===== src/hdl/tcde_ram.sv =====
`timescale 1ns / 1ps
// ----------------------------------------------------------------------------
// tcde_ram
// Generic single-write, single-read RAM with a registered read port.
// ----------------------------------------------------------------------------
module tcde_ram #(
	parameter int WIDTH = 32,
	parameter int DEPTH = 16
) (
	input  logic                     clk,
	input  logic                     we,
	input  logic [$clog2(DEPTH)-1:0] waddr,
	input  logic [WIDTH-1:0]         wdata,
	input  logic                     re,
	input  logic [$clog2(DEPTH)-1:0] raddr,
	output logic [WIDTH-1:0]         rdata
);

	logic [WIDTH-1:0] mem [DEPTH];

	always_ff @(posedge clk) begin
		if (we) begin
			mem[waddr] <= wdata;
		end
		if (re) begin
			rdata <= mem[raddr];
		end
	end

endmodule


===== config.mk =====
export PLATFORM = sky130hd
export DESIGN_NAME = tcde_ram
export DESIGN_NICKNAME = d
export VERILOG_FILES = /design/src/hdl/tcde_ram.sv
export SDC_FILE = /design/constraint.sdc
export NUM_CORES = 1
export LEC_CHECK = 0
export BUFFER_PORTS_ARGS = -buffer_cell sky130_fd_sc_hd__buf_2
export CAP_MARGIN = 20
export CORE_ASPECT_RATIO = 0.75
export CORE_MARGIN = 3
export CORE_UTILIZATION = 60
export CTS_CLUSTER_DIAMETER = 60
export CTS_CLUSTER_SIZE = 24
export DETAILED_ROUTE_END_ITERATION = 10
export MAX_ROUTING_LAYER = met4
export PLACE_DENSITY = 0.78
export SYNTH_ARGS = -nofsm -noshare
export SYNTH_HDL_FRONTEND = slang
export SYNTH_SLANG_ARGS = --single-unit

===== constraint.sdc =====
create_clock -name clk -period 4.51 [get_ports clk]
set_input_delay 0.451 -clock clk [delete_from_list [all_inputs] [get_ports clk]]
set_output_delay 0.451 -clock clk [all_outputs]
set_load 0.01 [all_outputs]

======== Yosys cells after proc, flatten, opt, wreduce, memory -nomap -nowiden ========
Memories as Yosys holds them, arrays and structs flattened. A register that Yosys moved wholly into a read port is not among the register bits.
Cells that the tools add are included.
word-level totals
  output and inout bits ................... 32
  memories kept ........................... 1
  flip-flop bits (word level) ............. 0
  RAM bits ................................ 512
  input port bits ......................... 43
  logic and storage cells ................. 3
operators by class
  muxes and demuxes ....................... 2
memory list
  memory  words  bits a word  read ports  clocked after memory_dff  write ports  RTL line  text
  mem     16     32           1           1                         1            19        logic [WIDTH-1:0] mem [DEPTH];
operators with widths
  cell              number
  1-bit 2-to-1 mux  2

======== Longest topological paths before layout ========
Gate-level depths: netlist (run 1).
  depth after elaboration ................. 2
  gate-level depth with buffers ........... 5
  gate-level depth less buffers ........... 3

======== Worst setup path after synthesis (run 1) ========
No wires, ideal clock.
  path kind ............................... input port to flip-flop
  start ................................... input waddr[2]
  end ..................................... memory mem[0][0] (enable)
  data arrival time ....................... 3,169 ps
  slack ................................... 879 ps
  setup time .............................. 461 ps
  path buffers ............................ 0
  stages on the path ...................... 2
  required time ........................... 4,049 ps
  path through ............................ or3b_2 > nor3_1
RTL lines
  element             RTL line  text
  start: declaration  12        input logic [$clog2(DEPTH)-1:0] waddr,
  end: declaration    19
No word-level cell before the write port.

==> impl_metrics.ini, run 1 <==
[synth]
synth-seq-cells = 544
synthesized_cell_area_mm2 = 0.0202
post_synth_inst_count = 838
synth.top_cells.by_area = sky130_fd_sc_hd__edfxtp_1 81%, sky130_fd_sc_hd__mux4_2 14%, sky130_fd_sc_hd__a22oi_1 2.4%, sky130_fd_sc_hd__nand2_1 0.61%, sky130_fd_sc_hd__buf_4 0.41%
synth_sequential_area_ratio = 0.810
postSynthAreaPerCell_um2 = 24.1
synth_warnings = 0
synth_top_area_share = 0.810
synth.net_count = 881
synthDistinctLibCells = 17
synth_largest_area_cell = sky130_fd_sc_hd__edfxtp_1

[clocking]
clockRootBuffer = sky130_fd_sc_hd__clkbuf_16
cts_htree_levels = 1
cts.sink_count = 544
cts.reportedPaths.clkPinSlew_ns = 0.09
clkLatencyLatePin_ns = 0.58
cts-hold-fix-buffers = 0
numCtsBuffers = 29
max-clock-path-buffers = 3
post_cts_resized = 0
postCtsSetupRepairBufs = 0
cts_tree = yes

[worst_setup_path]
arrival_ns = 2.39
crit_path_start_kind = input pin
critPathCaptureType = flip-flop
worst_ep_required_time_ns = 4.85
crit_type = input pin to flip-flop
r2r_setup_slack_ns = 2.98
crit_path_max_fanout = 64

[hold_path]
worstHoldPathType = input pin to flip-flop

[routing]
dr.pass1.iters = 5
drt_drc_violations_left = 0
totalWireLength_mm = 41.1
detail_route.vias_per_cell = 6.59
drt_first_iter_violations = 1277
via_count = 9138
drt-wirelength-per-cell_um = 29.7
postRouteAntennaNets = 0

[floorplanning]
placementRows = 57
start_util = 0.616
area_of_the_die_mm2 = 0.0359
dieWidth_um = 218
floorplan.core_area_mm2 = 0.0327
die-height_um = 165
boundaryPins = 75

[timing]
worst_margin_slew_ns = 1.10
timing_hold_violations_final = 0
tightest_hold_margin_ns = 0.239
drv_slew = 0
maxClockFrequency_mhz = 488
setup_viol = 0
period_needed_ns = 2.05
rsz0062_at_grt = false
timing.max_slew.rel_slack = 0.262
tns_ns = 0
skew_ns = 0.0191
finalCritPeriodShare = 0.454

[power]
leakagePower_nw = 6.98
power-per-cell-area_mw_per_mm2 = 408
peak_vdd_ir_mv = 0.376
design_power_total_mw = 9.04

[job]
cap_viol_max_count = 0

[run_status]
outcome = complete, no violations

[grt]
number_of_global_route_vias_before_repair = 9351
globalRouteTotalUtil = 0.246
grt_antenna_before_repair = 5
first_pass_grt_wire_length_mm = 61.7
residual_overflow_from_global_routing = 0
largest_net_degree_at_the_start_of_global_routing = 65

[placement]
dp.cells = 1341
place_congestion = 0.752
portBuffers = 74
post-dp-hpwl_mm = 22.3

[cells_and_area]
fillers = 1946
drive_above_1_share = 0.312
layoutNonFillerInstCount = 1387
layout-area-overhead-vs-synth_pct = 9.97
final_net_count = 974
## routing by layer
metal  wire, um  global-route usage
met5          0                   -
met4        858              0.0468
met3       3620              0.0388
met2      20300               0.390
met1      16400               0.355
## synth_stat cells, drive strengths merged
library cell and instances:
a22oi 64, buf 26, nand2b 2, and2 1
nand2 33, mux4 128, nand3b 2, or3b 1
nand3 1, clkbuf 17, nor2 13, edfxtp 544
nor3 4, nor2b 2
## placed cells by master, fill, tap and decap left out
| master | n |
|---|---|
| sky130_fd_sc_hd__edfxtp_1 | 544 |
| sky130_fd_sc_hd__mux4_2 | 128 |
| sky130_fd_sc_hd__buf_2 | 72 |
| sky130_fd_sc_hd__a22oi_1 | 64 |
| sky130_fd_sc_hd__nand2_1 | 33 |
| sky130_fd_sc_hd__clkbuf_16 | 29 |
| sky130_fd_sc_hd__buf_4 | 28 |
| sky130_fd_sc_hd__nor2_4 | 13 |
| sky130_fd_sc_hd__nor3_2 | 4 |
| sky130_fd_sc_hd__diode_2 | 3 |
| sky130_fd_sc_hd__buf_12 | 3 |
| sky130_fd_sc_hd__nor2b_4 | 2 |
| sky130_fd_sc_hd__nand3b_1 | 2 |
| sky130_fd_sc_hd__nand2b_1 | 2 |
| sky130_fd_sc_hd__clkinvlp_4 | 2 |
| sky130_fd_sc_hd__bufinv_16 | 2 |
| sky130_fd_sc_hd__clkinv_4 | 2 |
| sky130_fd_sc_hd__and2_2 | 1 |
| sky130_fd_sc_hd__nand3_1 | 1 |
| sky130_fd_sc_hd__or3b_2 | 1 |
| sky130_fd_sc_hd__clkbuf_1 | 1 |
| sky130_fd_sc_hd__clkinv_1 | 1 |
| sky130_fd_sc_hd__inv_6 | 1 |
| sky130_fd_sc_hd__inv_8 | 1 |
| sky130_fd_sc_hd__clkinv_8 | 1 |
| sky130_fd_sc_hd__clkinv_2 | 1 |
| sky130_fd_sc_hd__inv_12 | 1 |
| sky130_fd_sc_hd__clkbuf_8 | 1 |
| sky130_fd_sc_hd__buf_6 | 1 |
## power by group
group / switching, mW / internal (mW)
clock network: 1.52 / 1.31
logic: 0.293 / 0.198
registers: 0.0317 / 5.69
total: 1.85 / 7.19
## stage by stage
stage                     utilization  worst slack, ns  instance area, um2
after floorplan                     -            0.879               20200
after global placement          0.650             1.83               21300
after detailed placement        0.650             1.79               21300
after CTS                       0.677             2.43               22200
after global routing            0.678             2.26               22200
final                           0.678             2.46               22200
## registers in the layout, summed over array words and instances (netlist names)
name and count:
mem 512, rdata 32
## worst paths after layout
kind,start,to,cells after the start
worst max-delay path,raddr[0],rdata[28]$_DFFE_PP_,5
worst min-delay path,wdata[30],mem[8][30]$_DFFE_PP_,1
worst max register to register,mem[10][22]$_DFFE_PP_,rdata[22]$_DFFE_PP_,3
worst min register to register,mem[15][31]$_DFFE_PP_,rdata[31]$_DFFE_PP_,3
## cell type report
type	count	area [um2]	share of cell area
timing repair buffer	105	656	0.0296
sequential	544	16300	0.736
multi-input combinational	251	3750	0.169
tap	442	553	0.0249
clock buffer	30	729	0.0329
clock inverter	12	154	0.00694
antenna	3	7.51	0.000338
## worst max-delay path, cell delays in order
cell and delay [ns]:
sky130_fd_sc_hd__clkbuf_8 0.60, sky130_fd_sc_hd__buf_4 0.44, sky130_fd_sc_hd__mux4_2 0.54, sky130_fd_sc_hd__a22oi_1 0.21, sky130_fd_sc_hd__nand2_1 0.07
## cells by family (layout without fill, tap and decap cells)
logic type	count (synthesis)	count (layout)	synth area share
flops	544	544	0.810
mux	128	128	0.143
compound gates	64	64	0.0238
simple gates	59	59	0.0125
buf+inv	43	147	0.0110
other cells	0	3	0
Power figures use the tool's default switching activity.
==> inputs of run 2 (changes only) <==
Settings changed: CORE_UTILIZATION 60 to 55, PLACE_DENSITY 0.78 to 0.75.
Clock period 4.51 ns to 1.7 ns, I/O delays scaled along.
==> impl_metrics.ini, run 2 (same netlist as run 1, synthesis figures left out) <==
[power]
peak_vdd_ir_mv = 1.05
power-per-cell-area_mw_per_mm2 = 1010
leakagePower_nw = 7.38
power_switching_mw = 4.76
internal-power_mw = 18.7
power_switching_share = 0.203
design_power_total_mw = 23.4
share_clk_of_total_power = 0.288
pwr-share-comb = 0.064
p_seq_frac = 0.648

[clocking]
cts.sink_count = 544
cts_tree = yes
clkLatencyLatePin_ns = 0.57
cts_htree_levels = 1
max-clock-path-buffers = 3
clockRootBuffer = sky130_fd_sc_hd__clkbuf_16
post_cts_resized = 0
cts.reportedPaths.clkPinSlew_ns = 0.09
numCtsBuffers = 27
postCtsSetupRepairBufs = 0
cts-hold-fix-buffers = 32

[cells_and_area]
final_net_count = 1041
mostFrequentLayoutCell = sky130_fd_sc_hd__edfxtp_1
layout_common_cells = 544 x sky130_fd_sc_hd__edfxtp_1, 128 x sky130_fd_sc_hd__mux4_2, 72 x sky130_fd_sc_hd__buf_2
top_register = mem
registers_with_the_most_flip_flops = mem x512, rdata x32
finish.instance_area_mm2 = 0.0232
layout-area-overhead-vs-synth_pct = 15.0
drive_above_1_share = 0.321
number_of_flip_flops_in_the_largest_register = 512
fillers = 2327
postLayoutCoreUtil = 0.644

[floorplanning]
floorplan.core_area_mm2 = 0.0360
boundaryPins = 75
dieWidth_um = 227
die-height_um = 172
start_util = 0.560
placementRows = 60
area_of_the_die_mm2 = 0.0390

[worst_setup_path]
r2r_start = mem[0][6]$_DFFE_PP_
rr_endpoint = rdata[6]$_DFFE_PP_
reg2reg_depth = 3
crit_path_max_fanout = 1
r2r_setup_slack_ns = 0.26
slowest_delay_ns = 0.48
crit_type = flip-flop to flip-flop
crit_path_start_kind = flip-flop
arrival_ns = 1.77
worst_ep_required_time_ns = 2.04
critPathCapture = rdata[6]$_DFFE_PP_
worst_setup_path_startpoint = mem[0][6]$_DFFE_PP_
critPathSlowestCell = sky130_fd_sc_hd__mux4_2
critPathCaptureType = flip-flop
crit_chain = mux4_2 -> a22oi_1 -> nand2_1

[timing]
rsz0062_at_grt = false
skew_ns = 0.0151
timing.max_slew.rel_slack = 0.329
drv_slew = 0
period_needed_ns = 1.44
timing_hold_violations_final = 0
finalCritPeriodShare = 0.846
tns_ns = 0
tightest_hold_margin_ns = 0.115
maxClockFrequency_mhz = 696
worst_margin_slew_ns = 1.00
setup_viol = 0

[job]
cap_viol_max_count = 0

[routing]
drt-wirelength-per-cell_um = 28.5
detail_route.vias_per_cell = 6.31
drt_drc_violations_left = 0
totalWireLength_mm = 41.8
via_count = 9249
met2WireLength_mm = 21.3
dr_wl_met3_mm = 3.13
wirelength_met1_mm = 16.7
dr.pass1.iters = 5
drt_first_iter_violations = 998
postRouteAntennaNets = 0
top_routing_layer_used = met4

[grt]
largest_net_degree_at_the_start_of_global_routing = 33
first_pass_grt_wire_length_mm = 62.1
globalRouteTotalUtil = 0.228
number_of_global_route_vias_before_repair = 9547
grt_antenna_before_repair = 1
residual_overflow_from_global_routing = 0

[hold_path]
worstHoldPathCells = 2
worstHoldPathType = input pin to flip-flop

[placement]
portBuffers = 74
place_congestion = 0.741
place_area_mm2 = 0.0222
post-dp-hpwl_mm = 23.7

[run_status]
outcome = complete, no violations
run 2: worst min-delay path by stage:
stage	start	endpoint	slack, ns
detailed placement	wdata[17]	mem[2][17]$_DFFE_PP_	0.56
CTS	re	rdata[0]$_DFFE_PP_	0.09
finish	re	rdata[28]$_DFFE_PP_	0.12
global route	re	rdata[31]$_DFFE_PP_	0.09
floorplan	wdata[0]	mem[0][0]$_DFFE_PP_	0.27
global placement	wdata[19]	mem[3][19]$_DFFE_PP_	0.54
run 2: final cells by class:
cell class,instances,area [um2],area share
antenna,1,2.50,0.000108
clock buffer,27,676,0.0291
clock inverter,4,41.3,0.00178
multi-input combinational,251,3780,0.163
sequential,544,16300,0.704
tap,465,582,0.0251
timing repair buffer,174,1790,0.0771
run 2: through the flow:
stage | std cells | setup slack (ns)
2_1_floorplan | 838 | -0.498
3_3_place_gp | 1402 | -0.114
3_5_place_dp | 1402 | -0.110
4_1_cts | 1465 | 0.251
5_1_grt | 1466 | 0.190
6_report | 1466 | 0.262
run 2: per-layer routing:
metal  track usage  vias up
met5             -        -
met4        0.0384        0
met3        0.0326       53
met2         0.377      396
met1         0.316     4917
li1              -     3883
run 2: power groups by stage:
stage | logic, mW | clock network, mW | registers [mW]
6_report | 1.50 | 6.75 | 15.2
5_1_grt | 1.62 | 7.37 | 15.2
4_1_cts | 1.52 | 6.90 | 15.2
3_5_place_dp | 1.46 | 0 | 15.5
3_3_place_gp | 1.42 | 0 | 15.5
2_1_floorplan | 0.726 | 0 | 15.5
run 2: worst max-delay path, delay by kind of cell, from the launching register on:
kind               cells  cell delay [ns]
AOI/OAI and AO/OA      1             0.23
DFF                    1             0.42
muxes                  1             0.48
and+or+nand+nor        1             0.07
==> inputs of run 3 (changes only) <==
Clock period 1.7 ns to 1.3 ns, I/O delays scaled along.
==> impl_metrics.ini, run 3 (same netlist as run 1, synthesis figures left out) <==
[clocking]
cts.sink_count = 544
clockRootBuffer = sky130_fd_sc_hd__clkbuf_16
numCtsBuffers = 29
cts.reportedPaths.clkPinSlew_ns = 0.09
postCtsSetupRepairBufs = 0
cts_htree_levels = 1
cts_tree = yes
max-clock-path-buffers = 3
clkLatencyLatePin_ns = 0.60

[hold_path]
worstHoldPathType = input pin to flip-flop
hp-start = re
worstHoldPathCells = 2
worst_hold_path.endpoint = rdata[29]$_DFFE_PP_

[routing]
totalWireLength_mm = 43.8
via_count = 9625
postRouteAntennaNets = 0
drt-wirelength-per-cell_um = 28.8
drt_first_iter_violations = 1155
detail_route.vias_per_cell = 6.34
drt_drc_violations_left = 0
dr.pass1.iters = 5

[floorplanning]
die-height_um = 172
placementRows = 60
dieWidth_um = 227
floorplan.core_area_mm2 = 0.0360
area_of_the_die_mm2 = 0.0390
start_util = 0.560
boundaryPins = 75

[worst_setup_path]
crit_chain = mux4_2 -> a22oi_2 -> nand2_1
crit_type = flip-flop to flip-flop
critPathSlowestCell = sky130_fd_sc_hd__mux4_2
r2r_start = mem[2][8]$_DFFE_PP_
reg2reg_depth = 3
worst_ep_required_time_ns = 1.63
r2r_setup_slack_ns = -0.13
crit_path_max_fanout = 1
arrival_ns = 1.76
rr_endpoint = rdata[8]$_DFFE_PP_
slowest_delay_ns = 0.48
crit_path_start_kind = flip-flop
critPathCaptureType = flip-flop

[placement]
portBuffers = 74
post-dp-hpwl_mm = 25.5
place_area_mm2 = 0.0226
place_congestion = 0.757

[timing]
maxClockFrequency_mhz = 699
timing_hold_violations_final = 0
timing.max_slew.rel_slack = 0.452
finalWorstSetupSlack_ns = -0.131
rsz0062_at_grt = true
drv_slew = 0
finalCritPeriodShare = 1.10
worst_margin_slew_ns = 0.819
period_needed_ns = 1.43
setup_viol = 42
skew_ns = 0.0294

[cells_and_area]
layout_common_cells = 544 x sky130_fd_sc_hd__edfxtp_1, 128 x sky130_fd_sc_hd__mux4_2, 69 x sky130_fd_sc_hd__buf_2
registers_with_the_most_flip_flops = mem x512, rdata x32
finish.instance_area_mm2 = 0.0240
postLayoutCoreUtil = 0.667
final_net_count = 1080
top_register = mem
layout-area-overhead-vs-synth_pct = 19.2
number_of_flip_flops_in_the_largest_register = 512
mostFrequentLayoutCell = sky130_fd_sc_hd__edfxtp_1
drive_above_1_share = 0.396

[power]
power-per-cell-area_mw_per_mm2 = 1340
leakagePower_nw = 7.73
peak_vdd_ir_mv = 1.14

[grt]
first_pass_grt_wire_length_mm = 65.4
number_of_global_route_vias_before_repair = 9999
grt_antenna_before_repair = 2
globalRouteTotalUtil = 0.240
residual_overflow_from_global_routing = 0
largest_net_degree_at_the_start_of_global_routing = 37

[run_status]
outcome = complete, but fails checks
failed_checks = negative setup slack

[job]
cap_viol_max_count = 0
==> run 3: worst max-delay path, delay by kind of cell (launching register included) <==
family / cells / cell delay (ns)
compound gates: 1 / 0.20
flops: 1 / 0.38
mux: 1 / 0.48
simple gates: 1 / 0.11
==> run 3: per-layer routing <==
metal	wire length (um)	track usage	up-vias
met5	0	-	-
met4	773	0.0477	0
met3	3470	0.0378	61
met2	21600	0.375	435
met1	17900	0.346	5142
li1	-	-	3987
==> run 3: report_power, final <==
group	switching [mW]	internal, mW	total, mW
Combinational	1.16	1.06	2.22
Clock	5.41	4.77	10.2
Sequential	0.126	19.7	19.9
==> run 3: timing repair <==
item / CTS / global route
setup endpoints to repair: 46 / 50
gates cloned: 0 / 0
pin swaps: 14 / 0
endpoints found under the hold margin: 512 / 0
hold buffers: 32 / 0
gates resized for setup: 34 / 14
==> run 3: through the flow <==
step	setup TNS (ns)	cells	power (mW)	worst slack [ns]	hold slack, ns
CTS	-2.64	1517	32.4	-0.135	0.0370
finish	-2.23	1519	32.3	-0.131	0.0485
global placement	-92.47	1439	22.2	-0.437	0.500
detailed placement	-98.90	1439	22.3	-0.480	0.515
floorplan	-105.96	838	21.3	-0.539	0.229
global route	-4.18	1519	33.2	-0.180	0.0474
==> run 3: layout make-up <==
cell class	count	area, um2
antenna	2	5.00
tap	465	582
sequential	544	16300
multi-input combinational	251	4030
clock buffer	32	737
clock inverter	14	191
fill	2230	12000
timing repair buffer	211	2170
==> run 3: worst max path at each step <==
stage	end	slack (ns)	start	cells after the start
3_5_place_dp	rdata[21]$_DFFE_PP_	-0.48	raddr[0]	6
4_1_cts	rdata[8]$_DFFE_PP_	-0.13	mem[2][8]$_DFFE_PP_	3
3_3_place_gp	rdata[21]$_DFFE_PP_	-0.44	raddr[0]	6
5_1_grt	rdata[13]$_DFFE_PP_	-0.18	mem[8][13]$_DFFE_PP_	3
2_1_floorplan	mem[0][0]$_DFFE_PP_	-0.54	waddr[2]	2
6_report	rdata[8]$_DFFE_PP_	-0.13	mem[2][8]$_DFFE_PP_	3
